File: src/mfh_pkg.sv
// shared constants and types of the fifo mutex with direct handoff
package mfh_pkg;

  // number of waiter slots and significant id bits
  localparam int QueueDepth = 16;
  localparam int IdBits     = 8;

  // widths of the fixed stream fields
  localparam int IdFieldW  = 8;
  localparam int StatusW   = 3;

  // derived widths
  localparam int IdW   = (IdBits < IdFieldW) ? IdBits : IdFieldW;
  localparam int PtrW  = (QueueDepth > 1) ? $clog2(QueueDepth) : 1;
  localparam int CntW  = $clog2(QueueDepth + 1);

  // packed stream widths
  localparam int InDataW  = 8;
  localparam int InUserW  = 8;
  localparam int OutDataW = 24;
  localparam int OutUserW = 8;

  typedef logic [IdW-1:0]  id_t;
  typedef logic [PtrW-1:0] ptr_t;
  typedef logic [CntW-1:0] cnt_t;

  // request operation
  typedef enum logic {
    FUNC_ACQUIRE = 1'b0,
    FUNC_RELEASE = 1'b1
  } func_e;

  // result status codes
  typedef enum logic [StatusW-1:0] {
    ST_GRANTED   = 3'd0,
    ST_ALREADY   = 3'd1,
    ST_QUEUED    = 3'd2,
    ST_FREED     = 3'd3,
    ST_HANDOFF   = 3'd4,
    ST_NOT_OWNER = 3'd5,
    ST_FULL      = 3'd6
  } status_e;

  // control states, one-hot
  typedef enum logic [1:0] {
    S_IDLE = 2'b01,
    S_POP  = 2'b10
  } state_e;

  // one result transfer
  typedef struct packed {
    status_e             status;
    logic                woken_valid;
    logic [IdFieldW-1:0] woken_id;
    logic                lock_held;
    logic [IdFieldW-1:0] current_owner;
  } result_t;

  // advance a fifo pointer with wrap
  function automatic ptr_t next_ptr(ptr_t p);
    ptr_t r;
    if (p == ptr_t'(QueueDepth - 1)) begin
      r = '0;
    end else begin
      r = p + ptr_t'(1);
    end
    return r;
  endfunction

endpackage

File: src/mfh_waiter_ram.sv
// waiter queue storage: one write port, one registered read port
module mfh_waiter_ram #(
  parameter int Depth = 16,
  parameter int Width = 8,
  parameter int AddrW = (Depth > 1) ? $clog2(Depth) : 1
) (
  input  logic             clk_i,
  input  logic             we_i,
  input  logic [AddrW-1:0] waddr_i,
  input  logic [Width-1:0] wdata_i,
  input  logic             re_i,
  input  logic [AddrW-1:0] raddr_i,
  output logic [Width-1:0] rdata_o
);

  logic [Width-1:0] mem_q [Depth];
  logic [Width-1:0] rdata_q;

  // write port
  always_ff @(posedge clk_i) begin
    if (we_i) begin
      mem_q[waddr_i] <= wdata_i;
    end
  end

  // read port, registered
  always_ff @(posedge clk_i) begin
    if (re_i) begin
      rdata_q <= mem_q[raddr_i];
    end
  end

  assign rdata_o = rdata_q;

endmodule

File: src/mutex_fifo_handoff_unit.sv
// top level: lock state, waiter queue control and result register
//
// One lock arbitrated among requesters known by an id. Each request transfer
// (acquire or release) yields exactly one result transfer reporting the
// status and the lock state afterwards. A new request can be taken every
// cycle while results are consumed and no handoff is in progress; a release
// that hands the lock to a waiter holds off new requests while the head
// waiter is read from the registered read port of the queue RAM. Waiters
// are served strictly in arrival order; an acquire against a full queue is
// dropped with a queue-full status. Bits of the id above the significant
// width are ignored.
module mutex_fifo_handoff_unit (
  input  logic                          clk_i,
  input  logic                          rst_ni,
  input  logic                          s_axis_tvalid,
  output logic                          s_axis_tready,
  input  logic [mfh_pkg::InDataW-1:0]   s_axis_tdata,  // [7:0] requester_id
  input  logic [mfh_pkg::InUserW-1:0]   s_axis_tuser,  // [0] func
  output logic                          m_axis_tvalid,
  input  logic                          m_axis_tready,
  // [0] woken_valid, [8:1] woken_id, [9] lock_held, [17:10] current_owner
  output logic [mfh_pkg::OutDataW-1:0]  m_axis_tdata,
  output logic [mfh_pkg::OutUserW-1:0]  m_axis_tuser   // [2:0] status
);

  mfh_pkg::state_e state_q, state_d;
  logic            held_q, held_d;
  mfh_pkg::id_t    owner_q, owner_d;
  mfh_pkg::ptr_t   head_q, head_d;
  mfh_pkg::ptr_t   tail_q, tail_d;
  mfh_pkg::cnt_t   count_q, count_d;

  logic             out_valid_q, out_valid_d;
  mfh_pkg::result_t out_q, out_d;

  logic            in_xfer;
  logic            func;
  mfh_pkg::id_t    req_id;
  logic            is_owner;
  logic            ram_we, ram_re;
  mfh_pkg::id_t    ram_rdata;

  // request decode
  assign func     = s_axis_tuser[0];
  assign req_id   = s_axis_tdata[mfh_pkg::IdW-1:0];
  assign is_owner = held_q && (owner_q == req_id);

  assign s_axis_tready = (state_q == mfh_pkg::S_IDLE) && (!out_valid_q || m_axis_tready);
  assign in_xfer       = s_axis_tvalid && s_axis_tready;

  // waiter queue storage
  mfh_waiter_ram #(
    .Depth (mfh_pkg::QueueDepth),
    .Width (mfh_pkg::IdW)
  ) u_waiter_ram (
    .clk_i   (clk_i),
    .we_i    (ram_we),
    .waddr_i (tail_q),
    .wdata_i (req_id),
    .re_i    (ram_re),
    .raddr_i (head_q),
    .rdata_o (ram_rdata)
  );

  // request handling and result formation
  always_comb begin
    state_d     = state_q;
    held_d      = held_q;
    owner_d     = owner_q;
    head_d      = head_q;
    tail_d      = tail_q;
    count_d     = count_q;
    ram_we      = 1'b0;
    ram_re      = 1'b0;
    out_valid_d = out_valid_q && !m_axis_tready;
    out_d       = out_q;

    unique case (state_q)
      mfh_pkg::S_IDLE: begin
        if (in_xfer) begin
          out_d.woken_valid = 1'b0;
          out_d.woken_id    = '0;
          if (func == mfh_pkg::FUNC_ACQUIRE) begin
            if (is_owner) begin
              out_d.status = mfh_pkg::ST_ALREADY;
            end else if (!held_q) begin
              held_d       = 1'b1;
              owner_d      = req_id;
              out_d.status = mfh_pkg::ST_GRANTED;
            end else if (count_q == mfh_pkg::cnt_t'(mfh_pkg::QueueDepth)) begin
              out_d.status = mfh_pkg::ST_FULL;
            end else begin
              ram_we       = 1'b1;
              tail_d       = mfh_pkg::next_ptr(tail_q);
              count_d      = count_q + mfh_pkg::cnt_t'(1);
              out_d.status = mfh_pkg::ST_QUEUED;
            end
          end else begin
            if (!is_owner) begin
              out_d.status = mfh_pkg::ST_NOT_OWNER;
            end else if (count_q != '0) begin
              ram_re  = 1'b1;
              state_d = mfh_pkg::S_POP;
            end else begin
              held_d       = 1'b0;
              owner_d      = '0;
              out_d.status = mfh_pkg::ST_FREED;
            end
          end
          out_d.lock_held     = held_d;
          out_d.current_owner = held_d ? mfh_pkg::IdFieldW'(owner_d) : '0;
          // a handoff result is formed once the head waiter is read
          if (state_d == mfh_pkg::S_IDLE) begin
            out_valid_d = 1'b1;
          end
        end
      end
      mfh_pkg::S_POP: begin
        owner_d             = ram_rdata;
        head_d              = mfh_pkg::next_ptr(head_q);
        count_d             = count_q - mfh_pkg::cnt_t'(1);
        out_d.status        = mfh_pkg::ST_HANDOFF;
        out_d.woken_valid   = 1'b1;
        out_d.woken_id      = mfh_pkg::IdFieldW'(ram_rdata);
        out_d.lock_held     = 1'b1;
        out_d.current_owner = mfh_pkg::IdFieldW'(ram_rdata);
        out_valid_d         = 1'b1;
        state_d             = mfh_pkg::S_IDLE;
      end
      default: begin
        state_d = mfh_pkg::S_IDLE;
      end
    endcase
  end

  // control and lock state registers
  always_ff @(posedge clk_i or negedge rst_ni) begin
    if (!rst_ni) begin
      state_q     <= mfh_pkg::S_IDLE;
      held_q      <= 1'b0;
      owner_q     <= '0;
      head_q      <= '0;
      tail_q      <= '0;
      count_q     <= '0;
      out_valid_q <= 1'b0;
    end else begin
      state_q     <= state_d;
      held_q      <= held_d;
      owner_q     <= owner_d;
      head_q      <= head_d;
      tail_q      <= tail_d;
      count_q     <= count_d;
      out_valid_q <= out_valid_d;
    end
  end

  // result payload register
  always_ff @(posedge clk_i) begin
    out_q <= out_d;
  end

  // output packing
  assign m_axis_tvalid = out_valid_q;
  assign m_axis_tdata  = {6'd0, out_q.current_owner, out_q.lock_held,
                          out_q.woken_id, out_q.woken_valid};
  assign m_axis_tuser  = {5'd0, out_q.status};

  // queue occupancy never exceeds its depth
  assert property (@(posedge clk_i) disable iff (!rst_ni)
    count_q <= mfh_pkg::cnt_t'(mfh_pkg::QueueDepth))
    else $error("waiter count above queue depth");

  // waiters only exist while the lock is held
  assert property (@(posedge clk_i) disable iff (!rst_ni)
    (count_q != '0) |-> held_q)
    else $error("waiters queued on a free lock");

  // a pop cycle follows a release by the owner with waiters
  assert property (@(posedge clk_i) disable iff (!rst_ni)
    (state_q == mfh_pkg::S_POP) |-> $past(in_xfer) && held_q && (count_q != '0))
    else $error("pop state without a handoff release");

  // the result register is free when the handoff result is loaded
  assert property (@(posedge clk_i) disable iff (!rst_ni)
    (state_q == mfh_pkg::S_POP) |-> !out_valid_q)
    else $error("handoff result would overwrite a pending result");

endmodule
File: config.mk
export PLATFORM = sky130hd
export DESIGN_NAME = mutex_fifo_handoff_unit
export DESIGN_NICKNAME = d
export VERILOG_FILES = /design/src/mfh_pkg.sv /design/src/mfh_waiter_ram.sv /design/src/mutex_fifo_handoff_unit.sv
export SDC_FILE = /design/constraint.sdc
export NUM_CORES = 1
export LEC_CHECK = 0
export BUFFER_PORTS_ARGS = -buffer_cell sky130_fd_sc_hd__buf_2
export CORE_UTILIZATION = 60
export CTS_CLUSTER_DIAMETER = 120
export DETAILED_ROUTE_END_ITERATION = 16
export PLACE_DENSITY = 0.79
export RECOVER_POWER = 100
export SLEW_MARGIN = 10
export SYNTH_ARGS = -nofsm -noshare
export SYNTH_HDL_FRONTEND = slang
export SYNTH_SLANG_ARGS = --single-unit
File: constraint.sdc
create_clock -name clk_i -period 3.1 [get_ports clk_i]
set_clock_uncertainty 0.1 [all_clocks]
set_input_delay 0.155 -clock clk_i [delete_from_list [all_inputs] [get_ports clk_i]]
set_output_delay 0.155 -clock clk_i [all_outputs]
set_load 0.05 [all_outputs]
==> results of run 1 <==
==> state kept, by name, summed over array words and instances (netlist names) <==
name / count
u_waiter_ram.rdata_o: 8
head_q: 4
count_q: 5
held_q: 1
state_q: 2
owner_q: 8
u_waiter_ram.mem_q: 128
tail_q: 4
m_axis_tuser: 3
m_axis_tdata: 18
m_axis_tvalid: 1
==> power groups by stage <==
stage / combinational (mW) / clock, mW / sequential (mW)
after global routing: 1.41 / 2.16 / 3.14
final: 1.30 / 2.06 / 3.11
after CTS: 1.36 / 2.09 / 3.11
after global placement: 1.31 / 0 / 3.13
after detailed placement: 1.35 / 0 / 3.15
after floorplan: 0.782 / 0 / 3.40
==> worst register-to-register path, cell delays in order, from the launching register on <==
cell	delay, ns
dfrtp_1	0.71
clkbuf_4	0.64
mux4_2	0.64
mux4_2	0.49
==> routing by layer <==
metal,track usage,routed length (microns),vias up
li1,-,-,1828
met1,0.300,5750,2028
met2,0.395,7440,192
met3,0.0560,870,29
met4,0.104,263,0
met5,0,0,-
==> stage by stage <==
stage	setup slack (ns)	std cells
after detailed placement	0.306	645
after global placement	0.436	645
after CTS	0.274	678
after floorplan	0.389	459
after global routing	0.0531	678
final	0.259	678
==> worst max-delay path by stage <==
stage / slack [ns] / endpoint / from / cells past startpoint
4_1_cts: 0.27 / u_waiter_ram.mem_q[1][4] / state_q[0] / 6
2_1_floorplan: 0.39 / u_waiter_ram.mem_q[3][0] / state_q[0] / 7
3_3_place_gp: 0.44 / u_waiter_ram.mem_q[5][4] / state_q[0] / 6
6_report: 0.26 / u_waiter_ram.rdata_o[2] / head_q[0] / 3
3_5_place_dp: 0.31 / u_waiter_ram.mem_q[8][2] / state_q[0] / 6
5_1_grt: 0.05 / u_waiter_ram.rdata_o[2] / head_q[0] / 3
==> cell type report <==
cell class | count | area [sq um] | share of cell area
clock buffer | 19 | 433 | 0.0506
clock inverter | 11 | 126 | 0.0148
inverter | 17 | 63.8 | 0.00745
multi-input combinational | 228 | 2150 | 0.252
sequential | 182 | 5340 | 0.624
tap | 172 | 215 | 0.0251
timing repair buffer | 49 | 226 | 0.0265
==> cells by family (layout without fill, tap and decap cells) <==
| logic type | count (synthesis) | in the layout | share of synthesized area |
|---|---|---|---|
| XOR/XNOR | 14 | 14 | 0.0159 |
| multiplexers | 53 | 53 | 0.135 |
| AND/OR/NAND/NOR | 81 | 81 | 0.0586 |
| flip-flops | 182 | 182 | 0.691 |
| AO/OA/AOI/OAI | 58 | 58 | 0.0468 |
| other | 1 | 11 | 0.000485 |
| adder cells (fa/ha/maj) | 11 | 11 | 0.0188 |
| buffers and inverters | 49 | 96 | 0.0338 |
==> cells in the final DEF, fill, tap and decap left out, types with 3 or more instances in the layout <==
cell / n
nand3_1: 4
o21ai_0: 28
nand2_1: 20
buf_2: 3
a211oi_1: 3
dlygate4sd3_1: 3
clkbuf_1: 39
nor2_1: 7
clkbuf_16: 17
mux4_2: 40
buf_4: 4
xor2_1: 8
nand2b_1: 4
dfrtp_1: 24
ha_1: 10
nand4_1: 4
edfxtp_1: 157
nor3_1: 5
nor2b_1: 5
a21o_1: 3
inv_1: 15
nor4_1: 3
a21oi_1: 5
and2_0: 3
mux2i_1: 8
conb_1: 11
xnor2_1: 6
and3_1: 18
o21ai_1: 4
==> run metrics, run 1 <==
status finished with violations; violated checks max-capacitance violations, max-slew violations; dominant delay contributor by cell family on the critical path multiplexers; sequential area share after synthesis 0.691; largest stage delay on the critical path 0.71 ns; final core occ 0.681; first-pass GRT wire length 22.2 mm; post-cts sizing count 0; switching power total 1.93 mW; Reg2Reg Setup Slack 0.26 ns; crit path max fanout 26; CTS max path bufs 2; WHS Path Cells 3; mapped cell area 7730 sq um; CTS root buf clkbuf_16; HP Start s_axis_tvalid; First-pass DRT Iterations 5; core area 12,600 sq um; number of distinct library cells after synthesis 53; die height 116 microns; initial core utilization 0.615; Critical Path, Cell by Cell clkbuf_4, mux4_2, mux4_2; die area 13,300 sq um; leading area contributor after synthesis edfxtp_1; FF-to-FF End u_waiter_ram.rdata_o[2]; WHS 0.0804 ns; top-count cell post-synth edfxtp_1; FILL cells 844; Hold Path Sink held_q; Arr. time, crit path 2.90 ns; die width 116 microns; Gate power share 0.201; endpoints failing hold 0; crit start category flip-flop; Final period util 0.917; DRC 0; H-tree depth 4; Finished Cell Area 8560 sq um; gr usage total 0.237; Seq cells post-synth 182; maximum vdd drop 0.000445 V; layout cells sized above 1 0.166; hpwl dp 9.49 mm; Num Clock Sinks 182; fin. max-slew vios 26; via/cell ratio 6.01; GRT overflow 0; WS Path Type reg -> reg; R2R cell count 3; DRT iter0 DRCs 417; clock-pin transition on the worst setup and hold timing paths 0.06 ns; CTS tree done; Clock Latency Late Sink 0.42 ns; largest net degree at the start of global routing 37; Critical Path End Type flip-flop; Wirelength per Cell 21.1 microns; # diodes 0; PwrDens 755 nW/um^2; Max Freq 352 MHz; top cell type's share of synthesized area 0.610; hold_buf cts 3; switch share 0.299; commonest cells in the netlist edfxtp_1 (157), mux4_2 (40), dfrtp_1 (24); Post-synth top flop edfxtp_1; Max Cap Violations 1; vias in the first global route 4,079; area grow syn2layout 10.7%; total negative slack 0 ns; EDFF count, synth 157; Mapped Cells 449; initial antenna violation count 0; Int Pwr 4.53 mW; min cycle time layout 2.84 ns; Reg power frac 0.480; reg2reg start head_q[0]; Slew HR -0.0121; synth warn 0; RSZ-0062 raised after global routing false; Total Power 6.46 mW; Post-Place Cell Area 8060 sq um; CP dominant cell by count mux4_2; fin nets 526; Top Ports 54; Pleak 2.94 nW; DR vias 4,077; Placer Congestion 0.880; CTS Buf Count 17; Routed WL 14.3 mm; crit path max-delay cell type dfrtp_1; PortBufs 35; Clock Power Share 0.318; postcts setup bufs 0; hold crit path type in -> reg; post-route ant nets 0; Crit path required time 3.16 ns; endpoints failing setup 0; FP Rows 41; Bufs and invs on worst path 1; actual slew at the worst max-slew pin 1.52 ns; asr flop ratio synth 0.137; ranking of synthesized cells by area edfxtp_1 (61%), mux4_2 (12%), dfrtp_1 (7.8%), ha_1 (1.6%), and3_1 (1.5%); Syn Area/Cell 17.2 sq um
No activity file was read; power rests on OpenSTA's default activity.
==> inputs of run 2 (changes only) <==
--- a/config.mk
+++ b/config.mk
@@ -9,8 +9,7 @@
 export CORE_UTILIZATION = 60
 export CTS_CLUSTER_DIAMETER = 120
 export DETAILED_ROUTE_END_ITERATION = 16
-export PLACE_DENSITY = 0.79
-export RECOVER_POWER = 100
+export PLACE_DENSITY_LB_ADDON = 0.2
 export SLEW_MARGIN = 10
 export SYNTH_ARGS = -nofsm -noshare
 export SYNTH_HDL_FRONTEND = slang
==> constraint.sdc (replaced) <==
create_clock -name clk_i -period 3.2 [get_ports clk_i]
set_clock_uncertainty 0.1 [all_clocks]
set_input_delay 0.16 -clock clk_i [delete_from_list [all_inputs] [get_ports clk_i]]
set_output_delay 0.16 -clock clk_i [all_outputs]
set_load 0.05 [all_outputs]
==> run 2 against run 1 <==
  * The flow now finishes without violations
  * Combinational power hardly changed
  * Fmax increased by 1.0%
  * Sequential share of layout area shrank 1.2 points
  * Critical path type unchanged
  * Largest cell class unchanged
  * Count of clock-buffer cells in the layout down 1
==> run metrics, run 2 (synthesis gave the netlist of run 1 again) <==
crit path max-delay cell type dfstp_2; core area 12,600 sq um; FP Rows 41; hold crit path type in -> reg; max reg flops 128; CTS tree done; hold_buf cts 3; PwrDens 741 nW/um^2; # diodes 0; fin nets 528; fin. max-slew vios 0; initial antenna violation count 0; DRC 0; hpwl dp 9.48 mm; area of the multi-input gates 2170 sq um; clock-pin transition on the worst setup and hold timing paths 0.07 ns; crit start category flip-flop; area grow syn2layout 12.9%; layout cells sized above 1 0.257; largest net degree at the start of global routing 38; postcts setup bufs 0; FILL cells 822; die width 116 microns; crit path max fanout 22; die area 13,300 sq um; Critical Path End Type flip-flop; CTS Buf Count 17; H-tree depth 4; largest stage delay on the critical path 0.54 ns; total negative slack 0 ns; CTS max path bufs 2; die height 116 microns; endpoints failing hold 0; DR vias 4,009; most frequent cells in the layout edfxtp_1 (157), mux4_2 (40), buf_2 (35); Routed WL 13.8 mm; CTS root buf clkbuf_16; Finished Cell Area 8730 sq um; status completed; actual slew at the worst max-slew pin 0.766 ns; initial core utilization 0.615; WS Path Type reg -> reg; maximum vdd drop 0.000468 V; Post-Place Cell Area 8080 sq um; vias in the first global route 3,931; post-cts sizing count 0; endpoints failing setup 0; min cycle time layout 2.81 ns; via/cell ratio 5.88; Max Freq 356 MHz; Critical Path, Cell by Cell ha_1, nand2_1, a2111o_1, a21oi_1, buf_4, and3_1; Placer Congestion 0.868; GRT overflow 0; Most flops, register u_waiter_ram.mem_q; Crit path required time 3.16 ns; Arr. time, crit path 2.78 ns; post-route ant nets 0; leading cell type in the layout, fill and taps excluded edfxtp_1; Max Cap Violations 0; Clock Latency Late Sink 0.42 ns; PortBufs 35; Top Ports 54; Num Clock Sinks 182; First-pass DRT Iterations 5; RSZ-0062 raised after global routing false; Slew HR 0.487; first-pass GRT wire length 21.8 mm; DRT iter0 DRCs 408; Wirelength per Cell 20.2 microns; register area 5340 sq um; gr usage total 0.229; Pleak 3.09 nW; Final period util 0.879
run 2: cell types whose count changed in the layout (fill, tap and decap cells not counted), sizes merged:
cell    delta
clkbuf    -40
bufinv     +1
buf       +41
inv        +2
run 2: report_power, final:
| group | internal [mW] | leakage [nW] | switching, mW |
|---|---|---|---|
| Combinational | 0.431 | 1.08 | 0.896 |
| Clock | 1.25 | 0.295 | 0.894 |
| Sequential | 2.86 | 1.71 | 0.131 |
| Total | 4.54 | 3.09 | 1.92 |
run 2: worst paths after layout:
kind | endpoint | slack (ns) | start | cells past startpoint
worst max-delay path | u_waiter_ram.mem_q[15][0] | 0.39 | state_q[0] | 6
worst max register to register | u_waiter_ram.mem_q[15][0] | 0.39 | state_q[0] | 6
max in group asynchronous | head_q[0] | 2.37 | rst_ni | 2
worst min register to register | state_q[0] | 0.44 | state_q[0] | 2
worst min-delay path | u_waiter_ram.mem_q[12][0] | 0.04 | s_axis_tdata[0] | 1
min in group asynchronous | tail_q[1] | 0.19 | rst_ni | 2
run 2: layer usage:
metal / vias up / GRT usage / part of all wire
met3: 25 / 0.0544 / 0.049
li1: 1837 / - / -
met5: - / 0 / 0
met4: 0 / 0.0935 / 0.022
met1: 2004 / 0.310 / 0.43
met2: 143 / 0.365 / 0.50
run 2: worst max-delay path: cells and delay by family, from the launching register on:
kind | cells | cell delay [ns]
buffers and inverters | 1 | 0.24
AO/OA/AOI/OAI | 2 | 0.63
adder cells (fa/ha/maj) | 1 | 0.32
AND/OR/NAND/NOR | 2 | 0.61
flip-flops | 1 | 0.54
run 2: stage by stage:
stage               power (mW)  hold WS, ns  utilization  instances  setup WS, ns
floorplan                 4.05       -0.236            -        459         0.489
global placement          4.31        0.110        0.643        647         0.483
detailed placement        4.36        0.107        0.643        647         0.406
CTS                       6.50       0.0348        0.695        682         0.380
global route              6.75       0.0497        0.695        682         0.207
finish                    6.46       0.0401        0.695        682         0.388
run 2: final cells by class:
cell class | instances | share of cell area
flip-flops and latches | 182 | 0.612
multi-input cells | 228 | 0.249
clock buffers | 18 | 0.0492
repair buffers | 51 | 0.0361
well taps | 172 | 0.0247
clock inverters | 14 | 0.0219
inverters | 17 | 0.00731
==> inputs of run 3 (changes only) <==
==> constraint.sdc (replaced) <==
create_clock -name clk_i -period 2.9 [get_ports clk_i]
set_clock_uncertainty 0.1 [all_clocks]
set_input_delay 0.145 -clock clk_i [delete_from_list [all_inputs] [get_ports clk_i]]
set_output_delay 0.145 -clock clk_i [all_outputs]
set_load 0.05 [all_outputs]
==> run 3 against run 2 <==
  * Final area down 0.36%
  * Sequential share of layout area increased by 0.22 points
  * Die area unchanged
  * Final cell count decreased by 0.15%
  * Sequential power grew 10%
==> run metrics, run 3 (synthesis gave the netlist of run 1 again) <==
post-route ant nets 0; Crit path required time 2.88 ns; Top Ports 54; DR vias 4,069; vias in the first global route 4,008; CTS tree done; RSZ-0062 raised after global routing false; initial core utilization 0.615; Slew HR 0.443; WHS 0.0298 ns; layout cells sized above 1 0.257; crit path max fanout 22; Pleak 3.08 nW; Final period util 0.905; total negative slack 0 ns; First-pass DRT Iterations 8; Arr. time, crit path 2.60 ns; fin nets 529; CTS max path bufs 2; Num Clock Sinks 182; die width 116 microns; DRT iter0 DRCs 340; status completed; endpoints failing hold 0; CTS Buf Count 17; die area 13,300 sq um; Post-Place Cell Area 8090 sq um; FP Rows 41; initial antenna violation count 0; PortBufs 35; gr usage total 0.233; via/cell ratio 5.98; CTS root buf clkbuf_16; H-tree depth 4; Max Cap Violations 0; DRC 0; Total Power 7.05 mW; Wirelength per Cell 20.7 microns; endpoints failing setup 0; core area 12,600 sq um; Max Freq 381 MHz; post-cts sizing count 0; Most flops, register u_waiter_ram.mem_q; hpwl dp 9.38 mm; Critical Path End Type flip-flop; largest net degree at the start of global routing 38; maximum vdd drop 0.000636 V; area grow syn2layout 12.5%; leading cell type in the layout, fill and taps excluded edfxtp_1; max reg flops 128; # diodes 0; post-route setup slack 0.274 ns; Finished Cell Area 8700 sq um; postcts setup bufs 0; WS Path Type reg -> reg; fin. max-slew vios 0; Routed WL 14.1 mm; GRT overflow 0; crit start category flip-flop; clock-pin transition on the worst setup and hold timing paths 0.06 ns; min cycle time layout 2.63 ns; actual slew at the worst max-slew pin 0.833 ns; PwrDens 811 nW/um^2; Placer Congestion 0.923; worst slack at placement 0.288 ns; most frequent cells in the layout edfxtp_1 (157), mux4_2 (40), buf_2 (35); first-pass GRT wire length 21.6 mm; hold crit path type in -> reg; Clock Latency Late Sink 0.43 ns; die height 116 microns
## run 3: final cells by class
cell class | count | area (sq um)
clock buffer | 17 | 425
inverter | 17 | 63.8
tap | 172 | 215
clock inverter | 13 | 156
timing repair buffer | 52 | 323
fill | 813 | 3870
multi-input combinational | 228 | 2170
sequential | 182 | 5340
## run 3: timing repair
| item | 4_1_cts | 5_1_grt |
|---|---|---|
| setup endpoints to repair | 0 | 0 |
| hold buffers | 3 | 0 |
| hold endpoints to repair | 27 | 0 |
## run 3: layer usage
layer  part of all wire  global-route usage  vias to the layer above
met5                  0                   0                        -
met4              0.023               0.118                        0
met3              0.055              0.0711                       35
met2               0.49               0.364                      159
met1               0.43               0.299                     2045
li1                   -                   -                     1830
## run 3: final timing paths
| path | startpoint | end | slack, ns | depth (start not counted) |
|---|---|---|---|---|
| max | state_q[0] | u_waiter_ram.mem_q[2][3] | 0.27 | 6 |
| min | s_axis_tdata[4] | u_waiter_ram.mem_q[0][4] | 0.03 | 1 |
| max reg2reg | state_q[0] | u_waiter_ram.mem_q[2][3] | 0.27 | 6 |
| min reg2reg | state_q[0] | state_q[0] | 0.44 | 2 |
| max in group asynchronous | rst_ni | head_q[0] | 2.06 | 2 |
| min in group asynchronous | rst_ni | tail_q[1] | 0.17 | 2 |
## run 3: critical path: stages (launching register included)
cell,delay (ns)
dfstp_2,0.53
ha_1,0.16
nand2_1,0.08
a2111o_1,0.46
a21oi_1,0.19
buf_4,0.25
and3_1,0.49
## run 3: where the power goes
| part | total, mW | leakage (nW) | switching (mW) | internal, mW |
|---|---|---|---|---|
| registers | 3.30 | 1.71 | 0.147 | 3.16 |
| logic | 1.47 | 1.09 | 0.987 | 0.481 |
| clock network | 2.28 | 0.285 | 0.939 | 1.34 |
## run 3: through the flow
step,cells,utilization
2_1_floorplan,459,-
6_report,681,0.692
5_1_grt,681,0.692
3_5_place_dp,648,0.643
3_3_place_gp,648,0.643
4_1_cts,681,0.692
